### src/hdl/srrw_pkg.sv
// shared types and constants of the selective-repeat receive window
package srrw_pkg;

  localparam int WINDOW    = 64;
  localparam int SACK_W    = 32;

  localparam int SEQ_W   = 32;
  localparam int TAG_W   = 16;
  localparam int LEN_W   = 11;
  localparam int WS_W    = 6;
  localparam int KIND_W  = 2;
  localparam int ADDR_W  = 4;
  localparam int DATA_W  = 32;
  localparam int IDX_W   = $clog2(WINDOW);
  localparam int CNT_W   = $clog2(WINDOW + 1);
  localparam int LIM_W   = 7;

  typedef enum logic [KIND_W-1:0] {
    KIND_RELEASE   = 2'd0,
    KIND_SACK_ACK  = 2'd1,
    KIND_PLAIN_ACK = 2'd2,
    KIND_FIN_ACK   = 2'd3
  } kind_t;

  localparam logic [1:0] REG_WINDOW_SIZE = 2'd0;
  localparam logic [1:0] REG_START_SEQ   = 2'd1;
  localparam logic [1:0] REG_LOCAL_SEQ   = 2'd2;

  typedef struct packed {
    logic             valid;
    logic [TAG_W-1:0] tag;
    logic [LEN_W-1:0] len;
  } slot_t;

  typedef struct packed {
    logic shift;
    logic clear;
    logic wr;
  } cell_ctrl_t;

endpackage

### src/hdl/srrw_cell.sv
// one window cell: holds the entry at a fixed distance from the expected sequence
module srrw_cell (
  input  logic                     clk,
  input  logic                     rst_n,
  input  srrw_pkg::cell_ctrl_t     ctrl,
  input  srrw_pkg::slot_t          from_up,
  input  logic [srrw_pkg::TAG_W-1:0] in_tag,
  input  logic [srrw_pkg::LEN_W-1:0] in_len,
  output srrw_pkg::slot_t          slot
);
  import srrw_pkg::*;

  logic             valid_r;
  logic             valid_nxt;
  logic [TAG_W-1:0] tag_r;
  logic [TAG_W-1:0] tag_nxt;
  logic [LEN_W-1:0] len_r;
  logic [LEN_W-1:0] len_nxt;
  logic             load;

  // first copy is kept
  assign load = ctrl.wr && !valid_r;

  always_comb begin
    if (ctrl.clear) begin
      valid_nxt = 1'b0;
    end else if (ctrl.shift) begin
      valid_nxt = from_up.valid;
    end else if (load) begin
      valid_nxt = 1'b1;
    end else begin
      valid_nxt = valid_r;
    end
  end

  always_comb begin
    if (ctrl.shift) begin
      tag_nxt = from_up.tag;
      len_nxt = from_up.len;
    end else if (load) begin
      tag_nxt = in_tag;
      len_nxt = in_len;
    end else begin
      tag_nxt = tag_r;
      len_nxt = len_r;
    end
  end

  always_ff @(posedge clk) begin
    if (!rst_n) begin
      valid_r <= 1'b0;
    end else begin
      valid_r <= valid_nxt;
    end
  end

  always_ff @(posedge clk) begin
    tag_r <= tag_nxt;
    len_r <= len_nxt;
  end

  assign slot.valid = valid_r;
  assign slot.tag   = tag_r;
  assign slot.len   = len_r;

endmodule

### src/hdl/selective_repeat_receive_window.sv
// top level: selective-repeat receive window with sack bitmap over a row of shifting cells
// data packet: each in-order entry released, then a sack ack; busy until the sack ack
// first result is registered in the state entered at the accepting edge, then one per cycle
// fin packet: plain ack then fin-ack, busy meanwhile; closed block takes one per cycle
// results are strobed for one cycle by out_valid and cannot be stalled
// synchronous active-low reset clears the window, counters and closed flag at once
module selective_repeat_receive_window (
  input  logic                          clk,
  input  logic                          rst_n,
  input  logic                          start,
  output logic                          busy,
  input  logic                          in_cmd,
  input  logic [srrw_pkg::SEQ_W-1:0]    in_seq,
  input  logic [srrw_pkg::TAG_W-1:0]    in_payload_tag,
  input  logic [srrw_pkg::LEN_W-1:0]    in_payload_len,
  output logic                          out_valid,
  output logic [srrw_pkg::KIND_W-1:0]   out_kind,
  output logic [srrw_pkg::TAG_W-1:0]    out_release_tag,
  output logic [srrw_pkg::LEN_W-1:0]    out_release_len,
  output logic [srrw_pkg::SEQ_W-1:0]    out_own_seq,
  output logic [srrw_pkg::SEQ_W-1:0]    out_ack_number,
  output logic [srrw_pkg::WS_W-1:0]     out_free_window,
  output logic [srrw_pkg::SACK_W-1:0]   out_sack_map,
  output logic                          out_last,
  input  logic                          psel,
  input  logic                          penable,
  input  logic                          pwrite,
  input  logic [srrw_pkg::ADDR_W-1:0]   paddr,
  input  logic [srrw_pkg::DATA_W-1:0]   pwdata,
  output logic [srrw_pkg::DATA_W-1:0]   prdata,
  output logic                          pready
);
  import srrw_pkg::*;

  typedef enum logic [1:0] {
    ST_IDLE,
    ST_DRAIN,
    ST_FIN_ACK,
    ST_FIN_CLOSE
  } state_t;

  state_t             state_r;
  logic [WS_W-1:0]    window_size_r;
  logic [SEQ_W-1:0]   start_seq_r;
  logic [SEQ_W-1:0]   local_seq_r;
  logic [SEQ_W-1:0]   expected_r;
  logic [SEQ_W-1:0]   expected_nxt;
  logic [CNT_W-1:0]   count_r;
  logic [CNT_W-1:0]   count_nxt;
  logic               closed_r;
  logic               closed_nxt;

  logic               out_valid_r;
  kind_t              out_kind_r;
  logic [TAG_W-1:0]   out_tag_r;
  logic [LEN_W-1:0]   out_len_r;
  logic [SEQ_W-1:0]   out_own_r;
  logic [SEQ_W-1:0]   out_ack_r;
  logic [WS_W-1:0]    out_fw_r;
  logic [SACK_W-1:0]  out_sack_r;
  logic               out_last_r;

  logic               accept;
  logic               live;
  logic               cfg_wr;
  logic [1:0]         cfg_idx;
  logic               start_wr;
  logic [SEQ_W-1:0]   seq_off;
  logic [LIM_W-1:0]   lim;
  logic               in_win;
  logic               data_wr;
  logic               release_now;
  logic [SEQ_W-1:0]   fin_next;
  logic [SEQ_W-1:0]   fin_dist;
  logic               fin_raise;
  logic [LIM_W-1:0]   fw_wide;
  logic [WS_W-1:0]    free_win;
  logic [WINDOW-1:0]  valid_vec;
  logic [WINDOW-1:0]  wr_vec;
  logic               hit_taken;
  logic [SACK_W-1:0]  sack_vec;

  slot_t              slot_q  [WINDOW];
  slot_t              from_up [WINDOW];
  cell_ctrl_t         ctrl    [WINDOW];

  // configuration port
  assign pready   = 1'b1;
  assign cfg_wr   = psel && penable && pwrite && pready;
  assign cfg_idx  = paddr[3:2];
  assign start_wr = cfg_wr && (cfg_idx == REG_START_SEQ);

  always_comb begin
    case (cfg_idx)
      REG_WINDOW_SIZE: prdata = DATA_W'(window_size_r);
      REG_START_SEQ:   prdata = start_seq_r;
      REG_LOCAL_SEQ:   prdata = local_seq_r;
      default:         prdata = '0;
    endcase
  end

  always_ff @(posedge clk) begin
    if (!rst_n) begin
      window_size_r <= WS_W'(32);
      start_seq_r   <= '0;
      local_seq_r   <= '0;
    end else if (cfg_wr) begin
      case (cfg_idx)
        REG_WINDOW_SIZE: window_size_r <= pwdata[WS_W-1:0];
        REG_START_SEQ:   start_seq_r   <= pwdata;
        REG_LOCAL_SEQ:   local_seq_r   <= pwdata;
        default:         ;
      endcase
    end
  end

  // transaction decode
  assign busy   = (state_r != ST_IDLE);
  assign accept = start && !busy;
  assign live   = accept && !closed_r;

  assign seq_off = in_seq - expected_r;
  assign lim    = (LIM_W'(window_size_r) < LIM_W'(WINDOW)) ? LIM_W'(window_size_r)
                                                           : LIM_W'(WINDOW);
  assign in_win  = (seq_off[SEQ_W-1:LIM_W] == '0) && (seq_off[LIM_W-1:0] < lim);
  assign data_wr = live && !in_cmd && in_win;

  assign fin_next  = in_seq + SEQ_W'(1);
  assign fin_dist  = fin_next - expected_r;
  assign fin_raise = (fin_dist != '0) && !fin_dist[SEQ_W-1];

  assign release_now = (state_r == ST_DRAIN) && slot_q[0].valid;

  // cell row
  genvar gi;
  generate
    for (gi = 0; gi < WINDOW; gi++) begin : g_cell
      if (gi == WINDOW - 1) begin : g_end
        assign from_up[gi] = '0;
      end else begin : g_mid
        assign from_up[gi] = slot_q[gi+1];
      end
      assign wr_vec[gi]     = data_wr && (seq_off[IDX_W-1:0] == IDX_W'(gi));
      assign ctrl[gi].shift = release_now;
      assign ctrl[gi].clear = start_wr;
      assign ctrl[gi].wr    = wr_vec[gi];
      assign valid_vec[gi]  = slot_q[gi].valid;

      srrw_cell u_cell (
        .clk     (clk),
        .rst_n   (rst_n),
        .ctrl    (ctrl[gi]),
        .from_up (from_up[gi]),
        .in_tag  (in_payload_tag),
        .in_len  (in_payload_len),
        .slot    (slot_q[gi])
      );
    end

    for (gi = 0; gi < SACK_W; gi++) begin : g_sack
      if (gi + 1 < WINDOW) begin : g_on
        assign sack_vec[gi] = slot_q[gi+1].valid;
      end else begin : g_off
        assign sack_vec[gi] = 1'b0;
      end
    end
  endgenerate

  assign hit_taken = |(wr_vec & valid_vec);

  assign fw_wide  = (LIM_W'(window_size_r) > LIM_W'(count_r))
                  ? (LIM_W'(window_size_r) - LIM_W'(count_r)) : '0;
  assign free_win = fw_wide[WS_W-1:0];

  // window bookkeeping
  always_comb begin
    expected_nxt = expected_r;
    count_nxt    = count_r;
    closed_nxt   = closed_r;
    if (start_wr) begin
      expected_nxt = pwdata;
      count_nxt    = '0;
      closed_nxt   = 1'b0;
    end else if (live && in_cmd) begin
      closed_nxt = 1'b1;
      if (fin_raise) begin
        expected_nxt = fin_next;
      end
    end else if (data_wr && !hit_taken) begin
      count_nxt = count_r + CNT_W'(1);
    end else if (release_now) begin
      expected_nxt = expected_r + SEQ_W'(1);
      if (count_r != '0) begin
        count_nxt = count_r - CNT_W'(1);
      end
    end
  end

  always_ff @(posedge clk) begin
    if (!rst_n) begin
      expected_r <= '0;
      count_r    <= '0;
      closed_r   <= 1'b0;
    end else begin
      expected_r <= expected_nxt;
      count_r    <= count_nxt;
      closed_r   <= closed_nxt;
    end
  end

  // sequencer and result register
  always_ff @(posedge clk) begin
    if (!rst_n) begin
      state_r     <= ST_IDLE;
      out_valid_r <= 1'b0;
    end else begin
      out_valid_r <= 1'b0;
      case (state_r)
        ST_IDLE: begin
          if (live) begin
            state_r <= in_cmd ? ST_FIN_ACK : ST_DRAIN;
          end
        end
        ST_DRAIN: begin
          out_valid_r <= 1'b1;
          if (slot_q[0].valid) begin
            out_kind_r <= KIND_RELEASE;
            out_tag_r  <= slot_q[0].tag;
            out_len_r  <= slot_q[0].len;
            out_own_r  <= '0;
            out_ack_r  <= '0;
            out_fw_r   <= '0;
            out_sack_r <= '0;
            out_last_r <= 1'b0;
          end else begin
            out_kind_r <= KIND_SACK_ACK;
            out_tag_r  <= '0;
            out_len_r  <= '0;
            out_own_r  <= local_seq_r + SEQ_W'(1);
            out_ack_r  <= expected_r;
            out_fw_r   <= free_win;
            out_sack_r <= sack_vec;
            out_last_r <= 1'b1;
            state_r    <= ST_IDLE;
          end
        end
        ST_FIN_ACK: begin
          out_valid_r <= 1'b1;
          out_kind_r  <= KIND_PLAIN_ACK;
          out_tag_r   <= '0;
          out_len_r   <= '0;
          out_own_r   <= local_seq_r + SEQ_W'(1);
          out_ack_r   <= expected_r;
          out_fw_r    <= free_win;
          out_sack_r  <= '0;
          out_last_r  <= 1'b0;
          state_r     <= ST_FIN_CLOSE;
        end
        ST_FIN_CLOSE: begin
          out_valid_r <= 1'b1;
          out_kind_r  <= KIND_FIN_ACK;
          out_tag_r   <= '0;
          out_len_r   <= '0;
          out_own_r   <= local_seq_r + SEQ_W'(2);
          out_ack_r   <= expected_r;
          out_fw_r    <= free_win;
          out_sack_r  <= '0;
          out_last_r  <= 1'b1;
          state_r     <= ST_IDLE;
        end
        default: begin
          state_r <= ST_IDLE;
        end
      endcase
    end
  end

  assign out_valid       = out_valid_r;
  assign out_kind        = out_kind_r;
  assign out_release_tag = out_tag_r;
  assign out_release_len = out_len_r;
  assign out_own_seq     = out_own_r;
  assign out_ack_number  = out_ack_r;
  assign out_free_window = out_fw_r;
  assign out_sack_map    = out_sack_r;
  assign out_last        = out_last_r;

  // stored counter tracks the occupied cells
  a_count_matches: assert property (@(posedge clk) disable iff (!rst_n)
    $countones(valid_vec) == int'(count_r))
    else $error("stored count out of step with cell row");

  // every release advances the expected sequence by one
  a_release_advances: assert property (@(posedge clk) disable iff (!rst_n)
    (release_now && !start_wr) |=> (expected_r == $past(expected_r) + SEQ_W'(1)))
    else $error("release without sequence advance");

  // a closed block swallows items without starting work
  a_closed_idle: assert property (@(posedge clk) disable iff (!rst_n)
    (accept && closed_r) |=> (state_r == ST_IDLE))
    else $error("closed block started work");

endmodule

### config.mk
export PLATFORM = sky130hd
export DESIGN_NAME = selective_repeat_receive_window
export DESIGN_NICKNAME = d
export VERILOG_FILES = /design/src/hdl/srrw_pkg.sv /design/src/hdl/srrw_cell.sv /design/src/hdl/selective_repeat_receive_window.sv
export SDC_FILE = /design/constraint.sdc
export NUM_CORES = 2
export LEC_CHECK = 0
export BUFFER_PORTS_ARGS = -buffer_cell sky130_fd_sc_hd__clkbuf_2
export CORE_MARGIN = 2
export CORE_UTILIZATION = 61
export CTS_CLUSTER_SIZE = 25
export DETAILED_ROUTE_END_ITERATION = 7
export PLACE_DENSITY = 0.75
export SLEW_MARGIN = 15
export SYNTH_ARGS = -nofsm -noshare
export SYNTH_HDL_FRONTEND = slang
export SYNTH_HIERARCHICAL = 1
export SYNTH_SLANG_ARGS = --single-unit
### constraint.sdc
create_clock -name clk -period 23.3 [get_ports clk]
set_input_delay 5.825 -clock clk [delete_from_list [all_inputs] [get_ports clk]]
set_output_delay 5.825 -clock clk [all_outputs]
set_load 0.02 [all_outputs]
==> parameters.txt <==
Parameter                              Value

Worst setup path
  Worst reg2reg path depth ... 17
  Slowest-stage cell, CP ... nor2b_4
  Required time of the worst setup path ... 17480 ps
  Crit end category ... output pin
  Classification of the worst setup path ... in -> out
  Beginning of the worst register-to-register path ... expected_r[0]
  Startpoint Class ... primary input
  WP buf/inv ... 2
  Worst setup slack for register-to-register paths ... 16140 ps
  Crit path largest cell delay ... 700 ps
  Ordered cell list for the critical path ... clkbuf_2, nor2b_4, a22o_1, clkbuf_2
  Reg-to-Reg End ... g_cell[33].u_cell/tag_r[13]
  Gate family responsible for the most delay along the worst path ... simple AND/OR/NAND/NOR gates
  Maximum fanout count along the critical path ... 28
  Arrival time worst endpoint ... 7390 ps
  Cell repeated most along the worst path ... clkbuf_2

Detailed routing
  Wire length per cell after detailed routing ... 23.7 microns
  Total Wirelength ... 205000 microns
  Number of nets with antenna violations after routing ... 0
  Via-to-Cell Ratio ... ~6.1
  Iteration count of the initial detailed-routing pass ... 7
  Remaining DRCs ... 0
  Starting DRC count in detailed routing ... 4396
  Number of vias in the routed layout ... 52.5k

Power
  Logic gate share of total power ... approximately 7.3%
  Leakage component of the power ... 0.0342 uW
  Clock network power share ... around two fifths
  Net switching power ... 1760 uW
  Peak VDD IR ... 0.0000767 V
  PD cells ... 76.2 nW/um^2
  Sequential fraction of design power ... 51.0%
  Switching part of the total power ... 22.4%
  Int Pwr ... about 6100 uW

Worst hold path
  Instance count along the most critical hold path ... 2
  Hold Crit Start ... start_seq_r[12]
  Class of the worst hold path ... reg -> reg
  Hold Path Sink ... start_seq_r[12]

Finish
  Fraction of the core area covered by cells at the end of the flow ... 67.3%
  Number of filler cells placed in the layout ... 10.6k
  Number of nets in the layout ... 6618
  Area Overhead vs Synth ... 9.74%
  Layout cell share with drive strength beyond 1 ... between 30% and 40%
  Most common cell after layout, fill and taps aside ... edfxtp_1
  Leading cell types in the layout, fill and taps excluded ... edfxtp_1 (1859), mux2_2 (1732), nand2_1 (277)

Logic synthesis
  Gate count of the mapped netlist ... 6221
  Fraction of registers with async set or reset after synthesis ... 0%
  Sequential-to-total area share from yosys stat ... 63.0%
  Register bit total from synthesis ... 2036
  Number of distinct library cells after synthesis ... 94
  Main flop type after synthesis ... edfxtp_1
  Number of enable-type register cells in the synthesized netlist ... 1859
  Mapped Avg Cell Area ... 15.1 sq um
  Summed instance area of the synthesized netlist ... 94200 sq um
  Synthesis warning total ... 6

Global route
  Total routing resource utilization after global routing ... 25.7%
  Number of global-route vias before repair ... 51.6k
  Residual overflow from global routing ... 0
  Global-route wire length before repair ... around 310000 microns
  Number of antenna violations at the first check in global routing ... 4
  Maximum number of pins on one net before global-route repair ... 223

Clocking
  Clock buffers created by TritonCTS ... 202
  Resized cells post-CTS ... 0
  Number of sinks handled by clock tree synthesis ... ~2.0k
  Clk slew on worst S/H paths ... 60 ps
  CTS HTree Levels ... 4
  Max Buffers Root-to-Sink ... 3
  Cts hold-fix bufs ... 0
  Number of setup buffers added after CTS ... 0
  TritonCTS clock tree ... done
  Buffer cell driving the clock tree root ... clkbuf_16
  Insertion delay to the later sink of the worst-skew pair ... 860 ps

Status
  Run status ... completed

Placement
  Port Buffers ... ~270
  Dpl ws ... 10040 ps
  Routability Congestion ... 0.920
  Post-DP HPWL ... 129000 microns

Timing
  Shortest clock period the worst path allows after layout ... 13210 ps
  Achievable Freq ... approximately 76 MHz
  Number of pins exceeding their max-slew limit in the final report ... 0
  Final number of setup-violating endpoints ... 0
  Final Worst Setup Slack ... 10090 ps
  Crit share post-route ... about 57%
  Summed negative setup slack over all endpoints ... 0 ps
  Worst max-slew margin expressed relative to the limit ... 14.9%
  Fin Clk Skew ... ~90 ps
  Unrepaired setup endpoints after global routing ... false
  Hold Vio Cnt, Final ... 0
  Tightest Pin Transition ... around 1300 ps

Floorplanning
  Die area ... 158000 sq um
  Chip Height ... 397 microns
  # IOs ... roughly 270
  Effective utilization at floorplan ... 61.3%
  Floorplan die width ... between 300 and 400 microns
  Core footprint ... 154000 sq um
  Floorplan row count ... 144

Flow run
  Number of max-cap violations ... 0
[layer usage]
metal	up-vias	GRT usage, %	routed length (microns)
met5	-	0	0
met4	0	6.59	4470
met3	274	3.60	11500
met2	1428	40.9	96200
met1	26517	37.4	92700
li1	24281	-	-
[state kept, by name, indices dropped and copies added, names as in the netlist]
signal                 flops
g_cell.u_cell/tag_r     1024
g_cell.u_cell/len_r      704
g_cell.u_cell/valid_r     64
expected_r                32
local_seq_r               32
out_ack_number            32
out_own_seq               32
out_sack_map              32
start_seq_r               32
out_release_tag           16
out_release_len           11
count_r                    7
out_free_window            6
window_size_r              6
out_kind                   2
state_r                    2
closed_r                   1
out_valid                  1
[worst max path at each step]
stage          cells past startpoint  slack [ps]      from    endpoint
3_3_place_gp                       4        9610  paddr[3]   prdata[7]
2_1_floorplan                      5       10470  paddr[3]  prdata[10]
3_5_place_dp                       4       10040  paddr[3]   prdata[7]
6_report                           4       10090  paddr[3]   prdata[7]
4_1_cts                            4       10040  paddr[3]   prdata[7]
5_1_grt                            4        9980  paddr[3]   prdata[7]
[metrics by stage]
step	hold slack (ps)	cells	total power [uW]	instance area, sq um
2_1_floorplan	437	6248	4460	94300
3_3_place_gp	444	8270	4650	96600
3_5_place_dp	447	8270	4660	96600
4_1_cts	456	8653	7940	103000
5_1_grt	475	8654	8130	103000
6_report	456	8654	7880	103000
[power groups by stage]
stage,Sequential [uW],Combinational [uW],Clock [uW]
6_report,4020,578,3290
5_1_grt,4010,628,3490
4_1_cts,4020,574,3350
3_5_place_dp,4090,569,0
3_3_place_gp,4090,560,0
2_1_floorplan,4100,356,0
[area by class of cell]
type                       instances  area [sq um]  share of cell area, %
tap                             2044          2560                   2.47
sequential                      2036         59400                   57.4
timing repair buffer             354          2060                   1.99
multi-input combinational       3686         32100                   31.0
clock inverter                   129          1390                   1.35
inverter                         150           578                  0.559
antenna                            1          2.50                0.00242
clock buffer                     254          5400                   5.22
[cell families (layout without fill, tap and decap cells)]
family | Yosys count | in the layout | share of synthesized area [%]
fa+ha+maj | 86 | 86 | 1.17
xor+xnor | 107 | 107 | 1.00
flops | 2036 | 2036 | 63.0
compound gates | 632 | 632 | 4.45
simple gates | 1072 | 1072 | 6.18
mux | 1760 | 1760 | 21.0
buf+inv | 526 | 887 | 3.18
other cells | 2 | 30 | 0.00797
[tightest hold or removal path, cell delays in order, from the launching register on]
cell and delay [ps]:
dfxtp_1 310, nand2_1 50, a21oi_1 50
[synthesized netlist by cell type, drive strengths merged (7+ instances only)]
cell	count	area (sq um)
a211oi	14	110
a32oi	8	70.1
a31oi	20	125
a221oi	10	87.6
nand2b	17	106
a2111oi	11	105
nand3	88	440
and2	69	434
or3	22	143
nor3	121	606
o21ai	121	624
o21a	19	143
o22ai	7	50.1
nor2	232	873
nor4b	64	961
a21o	86	647
a311oi	21	184
mux2i	27	270
a22o	28	245
and3	24	150
o21bai	8	60.1
a21boi	8	60.1
o211ai	24	180
nand4	29	181
edfxtp	1859	55800
inv	147	552
or4	10	82.6
nor2b	80	500
nand2	277	1040
mux2	1733	19500
o311a	15	150
xor2	33	297
buf	285	2090
dfxtp	177	3540
xnor2	74	648
ha	82	1030
clkbuf	91	342
nor4	12	90.1
a21oi	188	948
Power figures use the tool's default switching activity.
